==> src/ima_adpcm_block_decoder_defines.svh <==
// assertion helpers shared by the decoder rtl
`ifndef IMA_ADPCM_BLOCK_DECODER_DEFINES_SVH
`define IMA_ADPCM_BLOCK_DECODER_DEFINES_SVH
`ifndef NO_ASSERTIONS
`define IMABD_ASSERT(lbl, clk, rst_n, prop, msg) \
    lbl: assert property (@(posedge clk) disable iff (!rst_n) prop) else $error(msg);
`define IMABD_NEVER(lbl, clk, rst_n, cond, msg) \
    lbl: assert property (@(posedge clk) disable iff (!rst_n) !(cond)) else $error(msg);
`else
`define IMABD_ASSERT(lbl, clk, rst_n, prop, msg)
`define IMABD_NEVER(lbl, clk, rst_n, cond, msg)
`endif
`endif

==> src/imabd_pkg.sv <==
`default_nettype none

package imabd_pkg;

    localparam int MAX_CHANNELS_DEF = 8;

    localparam int WORD_W       = 32;
    localparam int PRED_W       = 16;
    localparam int IDX_W        = 7;
    localparam int IDX_MAX      = 88;
    localparam int STEP_W       = 15;
    localparam int DIFF_W       = 16;
    localparam int NIB_W        = 4;
    localparam int NIB_PER_WORD = 8;
    localparam int CNT_W        = $clog2(NIB_PER_WORD);
    localparam int SAMPLE_W     = 24;
    localparam int SAMPLE_SHIFT = SAMPLE_W - PRED_W;
    localparam int CHAN_W       = 3;
    localparam int HDR_IDX_LSB  = 16;
    localparam int HDR_IDX_W    = 8;

    localparam int NUMCH_W    = 4;
    localparam int CHUNKS_W   = 11;
    localparam int CFG_IDX_W  = 2;
    localparam int CFG_DATA_W = 11;

    localparam logic [CNT_W-1:0] CNT_LAST = CNT_W'(NIB_PER_WORD - 1);

    // register indexes on the configuration port
    localparam logic [CFG_IDX_W-1:0] REG_NUM_CHANNELS = CFG_IDX_W'(0);
    localparam logic [CFG_IDX_W-1:0] REG_CHUNKS       = CFG_IDX_W'(1);

    localparam logic [NUMCH_W-1:0]  NUMCH_RESET  = NUMCH_W'(1);
    localparam logic [CHUNKS_W-1:0] CHUNKS_RESET = CHUNKS_W'(63);

    typedef struct packed {
        logic signed [PRED_W-1:0] pred;
        logic [IDX_W-1:0]         idx;
    } chan_state_t;

    localparam logic [STEP_W-1:0] STEP_TABLE [IDX_MAX+1] = '{
        15'd7, 15'd8, 15'd9, 15'd10, 15'd11, 15'd12, 15'd13, 15'd14, 15'd16,
        15'd17, 15'd19, 15'd21, 15'd23, 15'd25, 15'd28, 15'd31, 15'd34, 15'd37,
        15'd41, 15'd45, 15'd50, 15'd55, 15'd60, 15'd66, 15'd73, 15'd80, 15'd88,
        15'd97, 15'd107, 15'd118, 15'd130, 15'd143, 15'd157, 15'd173, 15'd190,
        15'd209, 15'd230, 15'd253, 15'd279, 15'd307, 15'd337, 15'd371, 15'd408,
        15'd449, 15'd494, 15'd544, 15'd598, 15'd658, 15'd724, 15'd796, 15'd876,
        15'd963, 15'd1060, 15'd1166, 15'd1282, 15'd1411, 15'd1552, 15'd1707,
        15'd1878, 15'd2066, 15'd2272, 15'd2499, 15'd2749, 15'd3024, 15'd3327,
        15'd3660, 15'd4026, 15'd4428, 15'd4871, 15'd5358, 15'd5894, 15'd6484,
        15'd7132, 15'd7845, 15'd8630, 15'd9493, 15'd10442, 15'd11487, 15'd12635,
        15'd13899, 15'd15289, 15'd16818, 15'd18500, 15'd20350, 15'd22385,
        15'd24623, 15'd27086, 15'd29794, 15'd32767
    };

    function automatic logic [STEP_W-1:0] step_lookup(input logic [IDX_W-1:0] idx);
        logic [STEP_W-1:0] s;
        if (idx > IDX_W'(IDX_MAX))
        begin
            s = STEP_TABLE[IDX_MAX];
        end
        else
        begin
            s = STEP_TABLE[idx];
        end
        return s;
    endfunction

    function automatic logic signed [4:0] index_adjust(input logic [2:0] mag);
        logic signed [4:0] a;
        case (mag)
            3'd4:    a = 5'sd2;
            3'd5:    a = 5'sd4;
            3'd6:    a = 5'sd6;
            3'd7:    a = 5'sd8;
            default: a = -5'sd1;
        endcase
        return a;
    endfunction

endpackage

`default_nettype wire

==> src/imabd_ram.sv <==
`default_nettype none

module imabd_ram #(
    parameter int WIDTH = 8,
    parameter int DEPTH = 8,
    localparam int AW = (DEPTH > 1) ? $clog2(DEPTH) : 1
) (
    input  logic             clk,
    input  logic             wr_en,
    input  logic [AW-1:0]    wr_addr,
    input  logic [WIDTH-1:0] wr_data,
    input  logic             rd_en,
    input  logic [AW-1:0]    rd_addr,
    output logic [WIDTH-1:0] rd_data
);

    logic [WIDTH-1:0] mem_reg [DEPTH];
    logic [WIDTH-1:0] rd_data_reg;

    // read returns the old contents on a same-address write
    always_ff @(posedge clk)
    begin
        if (wr_en)
        begin
            mem_reg[wr_addr] <= wr_data;
        end
        if (rd_en)
        begin
            rd_data_reg <= mem_reg[rd_addr];
        end
    end

    assign rd_data = rd_data_reg;

endmodule

`default_nettype wire

==> src/imabd_nibble.sv <==
`default_nettype none

module imabd_nibble (
    input  imabd_pkg::chan_state_t      state_in,
    input  logic [imabd_pkg::NIB_W-1:0] nib,
    output imabd_pkg::chan_state_t      state_out
);

    import imabd_pkg::*;

    localparam int PSUM_W = PRED_W + 2;
    localparam int IDXS_W = IDX_W + 1;
    localparam logic signed [PSUM_W-1:0] SUM_HI = PSUM_W'((1 <<< (PRED_W - 1)) - 1);
    localparam logic signed [PSUM_W-1:0] SUM_LO = -SUM_HI - PSUM_W'(1);
    localparam logic signed [IDXS_W-1:0] IDX_HI = IDXS_W'(IDX_MAX);

    logic [STEP_W-1:0]        step;
    logic [DIFF_W-1:0]        diff;
    logic signed [PSUM_W-1:0] pred_ext;
    logic signed [PSUM_W-1:0] diff_ext;
    logic signed [PSUM_W-1:0] pred_sum;
    logic signed [IDXS_W-1:0] idx_sum;

    always_comb
    begin
        step = step_lookup(state_in.idx);
        diff = DIFF_W'(step >> 3);
        if (nib[0])
        begin
            diff = diff + DIFF_W'(step >> 2);
        end
        if (nib[1])
        begin
            diff = diff + DIFF_W'(step >> 1);
        end
        if (nib[2])
        begin
            diff = diff + DIFF_W'(step);
        end

        pred_ext = $signed({{2{state_in.pred[PRED_W-1]}}, state_in.pred});
        diff_ext = $signed({2'b00, diff});
        if (nib[3])
        begin
            pred_sum = pred_ext - diff_ext;
        end
        else
        begin
            pred_sum = pred_ext + diff_ext;
        end

        if (pred_sum > SUM_HI)
        begin
            state_out.pred = SUM_HI[PRED_W-1:0];
        end
        else if (pred_sum < SUM_LO)
        begin
            state_out.pred = SUM_LO[PRED_W-1:0];
        end
        else
        begin
            state_out.pred = pred_sum[PRED_W-1:0];
        end

        idx_sum = $signed({1'b0, state_in.idx}) + IDXS_W'(index_adjust(nib[2:0]));
        if (idx_sum < 0)
        begin
            state_out.idx = '0;
        end
        else if (idx_sum > IDX_HI)
        begin
            state_out.idx = IDX_W'(IDX_MAX);
        end
        else
        begin
            state_out.idx = idx_sum[IDX_W-1:0];
        end
    end

endmodule

`default_nettype wire

==> src/imabd_seq.sv <==
`default_nettype none

module imabd_seq #(
    parameter int MAX_CHANNELS = imabd_pkg::MAX_CHANNELS_DEF,
    localparam int CH_W = (MAX_CHANNELS > 1) ? $clog2(MAX_CHANNELS) : 1
) (
    input  logic                                clk,
    input  logic                                rst_n,
    input  logic                                cfg_write,
    input  logic [imabd_pkg::CFG_IDX_W-1:0]     cfg_index,
    input  logic [imabd_pkg::CFG_DATA_W-1:0]    cfg_data,
    input  logic                                step,
    output logic [CH_W-1:0]                     ch,
    output logic                                hdr
);

    import imabd_pkg::*;

    localparam int EFF_W = NUMCH_W + 1;
    localparam logic [EFF_W-1:0] MAX_C = EFF_W'(MAX_CHANNELS);

    function automatic logic [EFF_W-1:0] eff_of(input logic [NUMCH_W-1:0] n);
        logic [EFF_W-1:0] v;
        v = EFF_W'(n);
        if (v == '0)
        begin
            v = EFF_W'(1);
        end
        if (v > MAX_C)
        begin
            v = MAX_C;
        end
        return v;
    endfunction

    logic [NUMCH_W-1:0]  num_channels_reg, num_channels_next;
    logic [CHUNKS_W-1:0] chunks_reg, chunks_next;
    logic [CH_W-1:0]     cur_ch_reg, cur_ch_next;
    logic [CHUNKS_W-1:0] block_pos_reg, block_pos_next;

    logic [EFF_W-1:0]    eff_cur;
    logic [EFF_W-1:0]    ch_inc;
    logic [CHUNKS_W-1:0] eff_chunks;
    logic [CH_W-1:0]     ch_use;

    assign eff_cur    = eff_of(num_channels_reg);
    assign ch_use     = (EFF_W'(cur_ch_reg) >= eff_cur) ? '0 : cur_ch_reg;
    assign ch_inc     = EFF_W'(ch_use) + EFF_W'(1);
    assign eff_chunks = (chunks_reg == '0) ? CHUNKS_W'(1) : chunks_reg;
    assign ch         = ch_use;
    assign hdr        = (block_pos_reg == '0);

    always_comb
    begin
        num_channels_next = num_channels_reg;
        chunks_next       = chunks_reg;
        cur_ch_next       = cur_ch_reg;
        block_pos_next    = block_pos_reg;

        if (step)
        begin
            if (ch_inc >= eff_cur)
            begin
                cur_ch_next = '0;
                if (block_pos_reg == '0)
                begin
                    block_pos_next = CHUNKS_W'(1);
                end
                else if (block_pos_reg >= eff_chunks)
                begin
                    block_pos_next = '0;
                end
                else
                begin
                    block_pos_next = block_pos_reg + CHUNKS_W'(1);
                end
            end
            else
            begin
                cur_ch_next = ch_inc[CH_W-1:0];
            end
        end

        if (cfg_write)
        begin
            case (cfg_index)
                REG_NUM_CHANNELS:
                begin
                    num_channels_next = cfg_data[NUMCH_W-1:0];
                    // fewer channels than the current position: restart at channel 0
                    if (EFF_W'(cur_ch_next) >= eff_of(cfg_data[NUMCH_W-1:0]))
                    begin
                        cur_ch_next = '0;
                    end
                end
                REG_CHUNKS:
                begin
                    chunks_next = cfg_data[CHUNKS_W-1:0];
                end
                default:
                begin
                end
            endcase
        end
    end

    always_ff @(posedge clk or negedge rst_n)
    begin
        if (!rst_n)
        begin
            num_channels_reg <= NUMCH_RESET;
            chunks_reg       <= CHUNKS_RESET;
            cur_ch_reg       <= '0;
            block_pos_reg    <= '0;
        end
        else
        begin
            num_channels_reg <= num_channels_next;
            chunks_reg       <= chunks_next;
            cur_ch_reg       <= cur_ch_next;
            block_pos_reg    <= block_pos_next;
        end
    end

endmodule

`default_nettype wire

==> src/ima_adpcm_block_decoder.sv <==
// channel   direction  handshake                 payload
// input     in         in_valid / in_stall       data_word
// output    out        out_valid / out_stall     channel, sample, last_of_word
// config    in         cfg_valid / cfg_ready     cfg_index, cfg_data
//
// a data word goes one nibble per unstalled cycle through the single decode unit,
// each nibble needing the predictor and index left by the one before it
// a header word passes through the decode stage and gives no sample
// channel state is read from the state ram ahead of decode into a one-entry pending
// slot, so back-to-back data words keep the decode unit busy every unstalled cycle
// reset clears the per-channel valid flags at once; no clearing pass
// out_stall holds the decode loop; in_stall rises while the pending slot is full and cannot move on
`default_nettype none

module ima_adpcm_block_decoder #(
    parameter int MAX_CHANNELS = imabd_pkg::MAX_CHANNELS_DEF
) (
    input  logic                                  clk,
    input  logic                                  rst_n,
    input  logic                                  in_valid,
    output logic                                  in_stall,
    input  logic [imabd_pkg::WORD_W-1:0]          data_word,
    output logic                                  out_valid,
    input  logic                                  out_stall,
    output logic [imabd_pkg::CHAN_W-1:0]          channel,
    output logic signed [imabd_pkg::SAMPLE_W-1:0] sample,
    output logic                                  last_of_word,
    input  logic                                  cfg_valid,
    output logic                                  cfg_ready,
    input  logic [imabd_pkg::CFG_IDX_W-1:0]       cfg_index,
    input  logic [imabd_pkg::CFG_DATA_W-1:0]      cfg_data
);

    import imabd_pkg::*;
`include "ima_adpcm_block_decoder_defines.svh"

    localparam int CH_W = (MAX_CHANNELS > 1) ? $clog2(MAX_CHANNELS) : 1;

    logic            in_accept;
    logic [CH_W-1:0] seq_ch;
    logic            seq_hdr;

    chan_state_t ram_rdata;
    chan_state_t wr_state;
    chan_state_t dec_state;
    chan_state_t p_state;
    chan_state_t hdr_state;
    chan_state_t load_state;

    // pending slot
    logic              p_valid_reg, p_valid_next;
    logic [WORD_W-1:0] p_word_reg, p_word_next;
    logic [CH_W-1:0]   p_ch_reg, p_ch_next;
    logic              p_hdr_reg, p_hdr_next;
    logic              fwd_hit_reg, fwd_hit_next;
    chan_state_t       fwd_state_reg, fwd_state_next;
    logic              rd_vld_reg, rd_vld_next;

    // decode stage
    logic              ex_busy_reg, ex_busy_next;
    logic              ex_hdr_reg, ex_hdr_next;
    logic [CNT_W-1:0]  ex_cnt_reg, ex_cnt_next;
    logic [WORD_W-1:0] ex_word_reg, ex_word_next;
    logic [CH_W-1:0]   ex_ch_reg, ex_ch_next;
    chan_state_t       ex_state_reg, ex_state_next;

    logic [MAX_CHANNELS-1:0] vld_reg, vld_next;

    // output register
    logic                       out_valid_reg, out_valid_next;
    logic [CHAN_W-1:0]          out_ch_reg, out_ch_next;
    logic signed [SAMPLE_W-1:0] out_sample_reg, out_sample_next;
    logic                       out_last_reg, out_last_next;

    logic                   out_free;
    logic                   ex_step;
    logic                   ex_done;
    logic                   p_move;
    logic [HDR_IDX_W-1:0]   hdr_idx_raw;
    logic [CH_W+CHAN_W-1:0] ex_ch_wide;

    assign cfg_ready = 1'b1;

    assign out_free  = !out_valid_reg || !out_stall;
    assign ex_step   = ex_busy_reg && !ex_hdr_reg && out_free;
    assign ex_done   = ex_busy_reg && (ex_hdr_reg || (out_free && ex_cnt_reg == CNT_LAST));
    assign p_move    = p_valid_reg && (!ex_busy_reg || ex_done);
    assign in_stall  = p_valid_reg && !p_move;
    assign in_accept = in_valid && !in_stall;

    assign wr_state  = ex_hdr_reg ? ex_state_reg : dec_state;

    imabd_seq #(
        .MAX_CHANNELS(MAX_CHANNELS)
    ) u_seq (
        .clk      (clk),
        .rst_n    (rst_n),
        .cfg_write(cfg_valid && cfg_ready),
        .cfg_index(cfg_index),
        .cfg_data (cfg_data),
        .step     (in_accept),
        .ch       (seq_ch),
        .hdr      (seq_hdr)
    );

    imabd_ram #(
        .WIDTH($bits(chan_state_t)),
        .DEPTH(MAX_CHANNELS)
    ) u_state_ram (
        .clk    (clk),
        .wr_en  (ex_done),
        .wr_addr(ex_ch_reg),
        .wr_data(wr_state),
        .rd_en  (in_accept),
        .rd_addr(seq_ch),
        .rd_data(ram_rdata)
    );

    imabd_nibble u_nibble (
        .state_in (ex_state_reg),
        .nib      (ex_word_reg[NIB_W-1:0]),
        .state_out(dec_state)
    );

    // fetched state: write at the read edge wins, never-written entry reads zero
    always_comb
    begin
        if (fwd_hit_reg)
        begin
            p_state = fwd_state_reg;
        end
        else if (rd_vld_reg)
        begin
            p_state = ram_rdata;
        end
        else
        begin
            p_state = '0;
        end
    end

    assign hdr_idx_raw    = p_word_reg[HDR_IDX_LSB +: HDR_IDX_W];
    assign hdr_state.pred = p_word_reg[PRED_W-1:0];
    assign hdr_state.idx  = (hdr_idx_raw > HDR_IDX_W'(IDX_MAX)) ? IDX_W'(IDX_MAX)
                                                                : hdr_idx_raw[IDX_W-1:0];

    // header word: state from the word; same channel finishing in the decode stage this cycle: take its result
    always_comb
    begin
        if (p_hdr_reg)
        begin
            load_state = hdr_state;
        end
        else if (ex_done && ex_ch_reg == p_ch_reg)
        begin
            load_state = wr_state;
        end
        else
        begin
            load_state = p_state;
        end
    end

    always_comb
    begin
        p_valid_next   = p_valid_reg;
        p_word_next    = p_word_reg;
        p_ch_next      = p_ch_reg;
        p_hdr_next     = p_hdr_reg;
        fwd_hit_next   = fwd_hit_reg;
        fwd_state_next = fwd_state_reg;
        rd_vld_next    = rd_vld_reg;
        if (p_move)
        begin
            p_valid_next = 1'b0;
        end
        if (in_accept)
        begin
            p_valid_next   = 1'b1;
            p_word_next    = data_word;
            p_ch_next      = seq_ch;
            p_hdr_next     = seq_hdr;
            fwd_hit_next   = ex_done && (ex_ch_reg == seq_ch);
            fwd_state_next = wr_state;
            rd_vld_next    = vld_reg[seq_ch];
        end
    end

    always_comb
    begin
        ex_busy_next  = ex_busy_reg;
        ex_hdr_next   = ex_hdr_reg;
        ex_cnt_next   = ex_cnt_reg;
        ex_word_next  = ex_word_reg;
        ex_ch_next    = ex_ch_reg;
        ex_state_next = ex_state_reg;
        if (p_move)
        begin
            ex_busy_next  = 1'b1;
            ex_hdr_next   = p_hdr_reg;
            ex_cnt_next   = '0;
            ex_word_next  = p_word_reg;
            ex_ch_next    = p_ch_reg;
            ex_state_next = load_state;
        end
        else if (ex_done)
        begin
            ex_busy_next = 1'b0;
        end
        else if (ex_step)
        begin
            ex_state_next = dec_state;
            ex_cnt_next   = ex_cnt_reg + CNT_W'(1);
            ex_word_next  = {{NIB_W{1'b0}}, ex_word_reg[WORD_W-1:NIB_W]};
        end
    end

    always_comb
    begin
        vld_next = vld_reg;
        if (ex_done)
        begin
            vld_next[ex_ch_reg] = 1'b1;
        end
    end

    assign ex_ch_wide = {{CHAN_W{1'b0}}, ex_ch_reg};

    always_comb
    begin
        out_valid_next  = out_valid_reg;
        out_ch_next     = out_ch_reg;
        out_sample_next = out_sample_reg;
        out_last_next   = out_last_reg;
        if (ex_step)
        begin
            out_valid_next  = 1'b1;
            out_ch_next     = ex_ch_wide[CHAN_W-1:0];
            out_sample_next = {dec_state.pred, {SAMPLE_SHIFT{1'b0}}};
            out_last_next   = (ex_cnt_reg == CNT_LAST);
        end
        else if (!out_stall)
        begin
            out_valid_next = 1'b0;
        end
    end

    always_ff @(posedge clk or negedge rst_n)
    begin
        if (!rst_n)
        begin
            p_valid_reg   <= 1'b0;
            fwd_hit_reg   <= 1'b0;
            rd_vld_reg    <= 1'b0;
            ex_busy_reg   <= 1'b0;
            ex_hdr_reg    <= 1'b0;
            ex_cnt_reg    <= '0;
            vld_reg       <= '0;
            out_valid_reg <= 1'b0;
        end
        else
        begin
            p_valid_reg   <= p_valid_next;
            fwd_hit_reg   <= fwd_hit_next;
            rd_vld_reg    <= rd_vld_next;
            ex_busy_reg   <= ex_busy_next;
            ex_hdr_reg    <= ex_hdr_next;
            ex_cnt_reg    <= ex_cnt_next;
            vld_reg       <= vld_next;
            out_valid_reg <= out_valid_next;
        end
    end

    always_ff @(posedge clk)
    begin
        p_word_reg     <= p_word_next;
        p_ch_reg       <= p_ch_next;
        p_hdr_reg      <= p_hdr_next;
        fwd_state_reg  <= fwd_state_next;
        ex_word_reg    <= ex_word_next;
        ex_ch_reg      <= ex_ch_next;
        ex_state_reg   <= ex_state_next;
        out_ch_reg     <= out_ch_next;
        out_sample_reg <= out_sample_next;
        out_last_reg   <= out_last_next;
    end

    assign out_valid    = out_valid_reg;
    assign channel      = out_ch_reg;
    assign sample       = out_sample_reg;
    assign last_of_word = out_last_reg;

    `IMABD_ASSERT(a_word_in_flight_shows, clk, rst_n, ex_busy_reg && !ex_hdr_reg && ex_cnt_reg != '0 |-> out_valid_reg, "data word in flight without a pending sample")
    `IMABD_ASSERT(a_done_gives_last, clk, rst_n, ex_done && !ex_hdr_reg |=> out_valid_reg && out_last_reg, "finished data word did not leave its last sample")
    `IMABD_ASSERT(a_writeback_marks_valid, clk, rst_n, ex_done |=> vld_reg[$past(ex_ch_reg)], "state write did not mark the channel valid")

endmodule

`default_nettype wire
==> config.mk <==
export PLATFORM = sky130hd
export DESIGN_NAME = ima_adpcm_block_decoder
export DESIGN_NICKNAME = d
export VERILOG_FILES = /design/src/imabd_pkg.sv /design/src/imabd_ram.sv /design/src/imabd_nibble.sv /design/src/imabd_seq.sv /design/src/ima_adpcm_block_decoder.sv
export VERILOG_INCLUDE_DIRS = /design/src /design/src/src
export SDC_FILE = /design/constraint.sdc
export NUM_CORES = 1
export LEC_CHECK = 0
export ABC_AREA = 1
export BUFFER_PORTS_ARGS = -buffer_cell sky130_fd_sc_hd__buf_2
export CAP_MARGIN = 25
export CORE_ASPECT_RATIO = 1.5
export CORE_UTILIZATION = 49
export CTS_CLUSTER_DIAMETER = 150
export DETAILED_ROUTE_END_ITERATION = 8
export PLACE_DENSITY = 0.67
export SETUP_SLACK_MARGIN = 0.02
export SYNTH_ARGS = -nofsm -noshare
export SYNTH_HDL_FRONTEND = slang
export SYNTH_SLANG_ARGS = --single-unit
==> constraint.sdc <==
create_clock -name clk -period 13.9 [get_ports clk]
set_input_delay 2.085 -clock clk [delete_from_list [all_inputs] [get_ports clk]]
set_output_delay 2.085 -clock clk [all_outputs]
set_load 0.01 [all_outputs]
==> results of run 1 <==
[layer usage]
metal  global-route usage (%)  vias up  wire length [um]
met5                        0        -                 0
met4                    14.62        0              3224
met3                    2.939      184              3186
met2                    48.77      664             31240
met1                    30.72     8258             22710
li1                         -     8107                 -
[worst max-delay path: cells and delay by family, from the launching register on]
family                     cells  cell delay (ns)
AOI/OAI and AO/OA             15             2.60
xor gates and xnor gates       1             0.23
adders and majority gates      5             1.82
buffers and inverters          9             1.04
DFF                            1             0.61
and+or+nand+nor               28             3.42
[synth_stat cells (4+ instances only)]
cell       count  area, um^2
edfxtp_1     344       10330
a211oi_1       7       52.55
nand3_1      107       535.5
buf_4         16       120.1
nor2_1       253       949.7
xor2_1        44       385.4
clkbuf_1      59       221.5
o21ai_1        7       35.03
o2111ai_1      4       35.03
nand3_2        9       90.09
o22ai_1        6       37.54
a21o_1         7       52.55
dfstp_2        7       183.9
a22oi_1       42       315.3
o31ai_1        5       37.54
ha_1         102        1276
a31oi_1       34       212.7
o211ai_1      11       82.58
nand4_1       13       81.33
o21a_1         8       60.06
dfrtp_1       39       975.9
inv_2          4       15.01
nand2_4        9       101.4
nand2_2       22       137.6
buf_1          9       33.78
o221a_2       23       259.0
o21ai_0      194       970.9
or2_2         16       100.1
fa_1           4       80.08
o21bai_1       9       67.56
nand2_1      480        1802
inv_1        209       784.5
nand3b_1       9       67.56
xnor2_1       14       122.6
buf_2         10       50.05
nor2_2         5       31.28
a21oi_1      111       555.5
nor3_1        17       85.08
buf_6          4       45.04
[kinds of logic after synthesis]
| family | Yosys count | share of synthesized area (%) |
|---|---|---|
| XOR/XNOR | 58 | 2.333 |
| multiplexers | 2 | 0.09196 |
| flip-flops | 390 | 52.78 |
| buffers and inverters | 317 | 6.064 |
| AND/OR/NAND/NOR | 955 | 18.88 |
| AO/OA/AOI/OAI | 489 | 13.59 |
| adder cells (fa/ha/maj) | 106 | 6.230 |
| other | 2 | 0.03450 |
[through the flow]
stage | hold WS, ns | cells
floorplan | 0.4180 | 2326
global placement | 0.4297 | 2902
detailed placement | 0.4436 | 2907
CTS | 0.4544 | 2967
global route | 0.4663 | 2974
finish | 0.4587 | 2974
[layout by cell type (no fill, tap or decap), types with 9 or more instances in the layout]
cell type / count
inv_1: 206
or2_2: 16
nand2_4: 9
a21oi_1: 111
xor2_1: 44
nand3_2: 9
o221a_2: 23
nand4_1: 13
buf_4: 29
buf_2: 76
a31oi_1: 34
dfrtp_1: 39
edfxtp_1: 344
nor2_2: 15
a22oi_1: 42
xnor2_1: 14
o21bai_1: 9
ha_1: 102
nor3_1: 17
o21ai_0: 194
o211ai_1: 11
nor2_1: 240
nand3_1: 107
conb_1: 9
clkbuf_16: 35
nand3b_1: 9
nand2_1: 479
nand2_2: 23
[worst max-delay path by stage]
stage	startpoint	end	cells after the start
2_1_floorplan	ex_state_reg[1]$_DFFE_PP_	ex_state_reg[7]$_DFFE_PP_	58
3_3_place_gp	ex_state_reg[1]$_DFFE_PP_	u_state_ram.mem_reg[6][11]$_DFFE_PP_	55
3_5_place_dp	ex_state_reg[1]$_DFFE_PP_	u_state_ram.mem_reg[1][14]$_DFFE_PP_	54
4_1_cts	ex_state_reg[1]$_DFFE_PP_	fwd_state_reg[16]$_DFFE_PP_	54
5_1_grt	ex_state_reg[1]$_DFFE_PP_	fwd_state_reg[16]$_DFFE_PP_	55
6_report	ex_state_reg[1]$_DFFE_PP_	fwd_state_reg[16]$_DFFE_PP_	58
[area by class of cell]
cell class              count  area, um^2  area share [%]
flip-flops and latches    390       11490           48.03
multi-input cells        1619        9036           37.77
clock buffers              43       925.9           3.870
inverters                 217       820.8           3.431
well taps                 576       720.7           3.012
repair buffers            112       715.7           2.991
clock inverters            17       215.2          0.8995
==> impl_metrics.yaml, run 1 <==
die:
  num_rows: 94
  die-height_um: 260.2
  design.portCount: 81
  dieArea_um2: 45290
  coreArea_um2: 43870
  floorplan.initialDensity_pct: 49.62
  fp.dieW_um: 174.1
yosys:
  synth-async-reset-ratio_pct: 11.79
  syn_area_per_cell_um2: 9.388
  postSynthCellCount: 2319
  synth-warning-count: 0
  synth_enable_flop_cells: 344
  ys_dominant_reg_cell: "edfxtp_1"
  synth_cell_type_count: 64
  synth.yosys.seq_area_share_pct: 52.78
  cell_area_synth_um2: 21770
  synth-seq-cells: 390
cts:
  tritoncts: "yes"
  cts.clk_slew.worst_paths_ns: 0.07
  root_buffer: "clkbuf_16"
  cts.sinks: 390
  clock_path_buffers: 3
  postCtsResizedCells: 0
  tritoncts.num_buffers: 34
  cts_hold_buf: 0
  worstSkewPairLatency_ns: 0.54
  post_cts_setup_inserts: 0
  cts_htree_levels: 2
drt:
  route.detailed.drc: 0
  detail_route.wirelength_um: 60360
  dr.pass1.iters: 6
  drt_iter0_drc: 1405
  viasPerCell: 5.788
  detail-route-antenna-nets: 0
  wl_per_cell_um: 20.30
  vias: 17213
critical_path:
  path_class: "flip-flop to flip-flop"
  start_kind: "flip-flop"
  crit_slowest_cell: "edfxtp_1"
  cp.required_ns: 14.10
  worst-endpoint-arrival_ns: 10.26
  cp_slowest_stage_delay_ns: 0.61
  end_kind: "flip-flop"
  worstPathMaxFanout: 18
  timing.reg2reg.setup_slack_ns: 3.85
  crit_reg_reg_startpoint: "ex_state_reg[1]$_DFFE_PP_"
  critical_path.most_common_cell: "nand2_1"
  worst_r2r_endpoint: "fwd_state_reg[16]$_DFFE_PP_"
  rr_worst_depth: 58
placement:
  finalWeightedCongestion: 1.069
  post-place-ws_ns: 4.091
  dp_hpwl_um: 41170
  place.port_buffers: 71
  standard_cell_area_after_detailed_placement_um2: 22680
sta:
  layout_setup_ws_ns: 3.846
  final.setup_skew_ns: 0.02189
  worst_slew_pin_slew_ns: 0.9706
  fin_tns_setup_ns: 0
  rsz0062_at_grt: "no"
  hold_violations: 0
  setup-violations-final: 0
  timing.fmax_mhz: 99.47
  period_minus_slack_ns: 10.05
  final.period_utilization_pct: 72.33
  timing.slew.headroom_pct: 35.30
  timing_max_transition_violations_final: 0
hold_path:
  hold_start: "p_ch_reg[0]$_DFFE_PP_"
  hold_depth: 0
  worstHoldPathType: "flip-flop to flip-flop"
  min_delay_worst_endpoint: "ex_ch_reg[0]$_DFFE_PP_"
finish:
  layout.core_utilization_pct: 54.53
  final_area_um2: 23920
  insertedDiodeCount: 0
  final_net_count: 2530
  area_growth_syn_to_layout_pct: 9.897
  final_layout_size_suffix_gt1_share_pct: 11.84
  largest_register_ff_count: 184
  final.fill_count: 3905
grt:
  gr-total-overflow: 0
  antenna_found_initial: 0
  pin_count_of_the_biggest_net_entering_global_routing: 99
  first_pass_grt_wire_length_um: 94200
  grt_pass1_vias: 17141
  grtUsageTotal_pct: 26.80
job:
  maxCapViolCount: 0
run_status:
  outcome: "completed"
Power of run 1 is not shown: default switching activity piles up to over one toggle a cycle in this logic, so the estimate is an artifact.
==> run 2, diff against run 1 <==
Clock period 13.9 ns to 9.98 ns, I/O delays scaled along.
==> run 2 against run 1 <==
Net effect:
- via count increased by 0.49%
- global-route usage about the same
- core utilization increased by 1.5 points
- critical path type unchanged
==> impl_metrics.yaml, run 2 (synthesis results as in run 1) <==
drt:
  detail-route-antenna-nets: 0
  vias: 17297
  route.detailed.drc: 0
  dr.pass1.iters: 5
  drt_iter0_drc: 1209
  viasPerCell: 5.645
  detail_route.wirelength_um: 60250
  wl_per_cell_um: 19.66
die:
  num_rows: 94
  fp.dieW_um: 174.1
  floorplan.initialDensity_pct: 49.62
  die-height_um: 260.2
  design.portCount: 81
  dieArea_um2: 45290
  coreArea_um2: 43870
cts:
  tritoncts: "yes"
  clock_path_buffers: 3
  root_buffer: "clkbuf_16"
  worstSkewPairLatency_ns: 0.53
  cts_hold_buf: 0
  cts_htree_levels: 2
  tritoncts.num_buffers: 35
  cts.sinks: 390
  cts.clk_slew.worst_paths_ns: 0.07
placement:
  dp_hpwl_um: 42340
  finalWeightedCongestion: 0.9778
  place.port_buffers: 71
finish:
  final_net_count: 2618
  area_growth_syn_to_layout_pct: 12.89
  final_layout_size_suffix_gt1_share_pct: 15.27
  largest_register_ff_count: 184
  insertedDiodeCount: 0
  leading_cell_type_in_the_layout_fill_and_taps_excluded: "nand2_1"
  multi_input_area_um2: 9064
  register_area_um2: 11490
  layout.core_utilization_pct: 56.02
  final_cell_mix: "nand2_1 (476), edfxtp_1 (344), nor2_1 (239)"
  final.fill_count: 3846
grt:
  grtUsageTotal_pct: 26.75
  antenna_found_initial: 0
  pin_count_of_the_biggest_net_entering_global_routing: 99
  grt_pass1_vias: 17434
  gr-total-overflow: 0
  first_pass_grt_wire_length_um: 93840
sta:
  worst_slew_pin_slew_ns: 1.104
  final.period_utilization_pct: 90.16
  setup-violations-final: 0
  timing.slew.headroom_pct: 25.60
  fin_tns_setup_ns: 0
  final.setup_skew_ns: 0.01484
  hold_violations: 0
  rsz0062_at_grt: "no"
  timing_max_transition_violations_final: 0
  hold_ws_ns: 0.4656
  period_minus_slack_ns: 8.998
  timing.fmax_mhz: 111.1
critical_path:
  critical_path.most_common_cell: "nand2_1"
  start_kind: "flip-flop"
  crit_slowest_cell: "ha_1"
  path_class: "flip-flop to flip-flop"
  worst-endpoint-arrival_ns: 9.22
  cp_slowest_stage_delay_ns: 0.43
  cp.required_ns: 10.20
  worstPathMaxFanout: 18
  end_kind: "flip-flop"
hold_path:
  worstHoldPathType: "flip-flop to flip-flop"
run_status:
  outcome: "completed"
job:
  maxCapViolCount: 0
run 2: changes by cell type in the layout (fill, tap and decap cells not counted), sizes merged:
cell	previous run	this run
buf	109	199
bufinv	5	3
clkinv	12	14
run 2: area by class of cell:
type	instances	area share, %
repair buffers	199	5.417
flip-flops and latches	390	46.75
multi-input cells	1619	36.88
well taps	576	2.933
clock inverters	17	0.7739
clock buffers	46	3.900
inverters	217	3.340
run 2: worst paths after layout:
path	slack [ns]	start	end	cells past startpoint
worst min register to register	0.47	p_valid_reg$_DFFE_PN0P_	ex_hdr_reg$_DFFE_PN0P_	1
worst max-delay path	0.98	ex_state_reg[0]$_DFFE_PP_	u_state_ram.mem_reg[3][17]$_DFFE_PP_	54
worst max register to register	0.98	ex_state_reg[0]$_DFFE_PP_	u_state_ram.mem_reg[3][17]$_DFFE_PP_	54
max in group asynchronous	8.51	rst_n	u_seq.chunks_reg[5]$_DFFE_PN1P_	2
worst min-delay path	0.47	p_valid_reg$_DFFE_PN0P_	ex_hdr_reg$_DFFE_PN0P_	1
min in group asynchronous	0.91	rst_n	u_seq.num_channels_reg[1]$_DFFE_PN0P_	1
run 2: through the flow:
| step | area, um^2 | instances | worst slack (ns) |
|---|---|---|---|
| global placement | 23310 | 2991 | 0.8488 |
| global route | 24570 | 3064 | 0.02501 |
| finish | 24570 | 3064 | 0.9818 |
| CTS | 24510 | 3059 | 0.5880 |
| detailed placement | 23360 | 2996 | 0.6680 |
| floorplan | 21800 | 2326 | 1.908 |
run 2: critical path, delay by kind of cell (launching register included):
kind	cells	cell delay [ns]
adder cells (fa/ha/maj)	5	1.70
AO/OA/AOI/OAI	12	2.25
XOR/XNOR	2	0.36
flip-flops	1	0.41
AND/OR/NAND/NOR	25	2.90
buffers and inverters	10	1.08
run 2: metal layers:
metal,up-vias,global-route usage [%],part of all wire [%]
met2,609,48.64,52
li1,8290,-,-
met5,-,0,0
met4,0,16.86,6.2
met1,8212,30.28,38
met3,186,2.193,4.5
run 2: what timing repair did:
action / 4_1_cts / 5_1_grt
gates resized for setup: 0 / 9
endpoints found under the setup margin: 0 / 176
buffers inserted: 0 / 4
Power of run 2 is left out for the same reason.
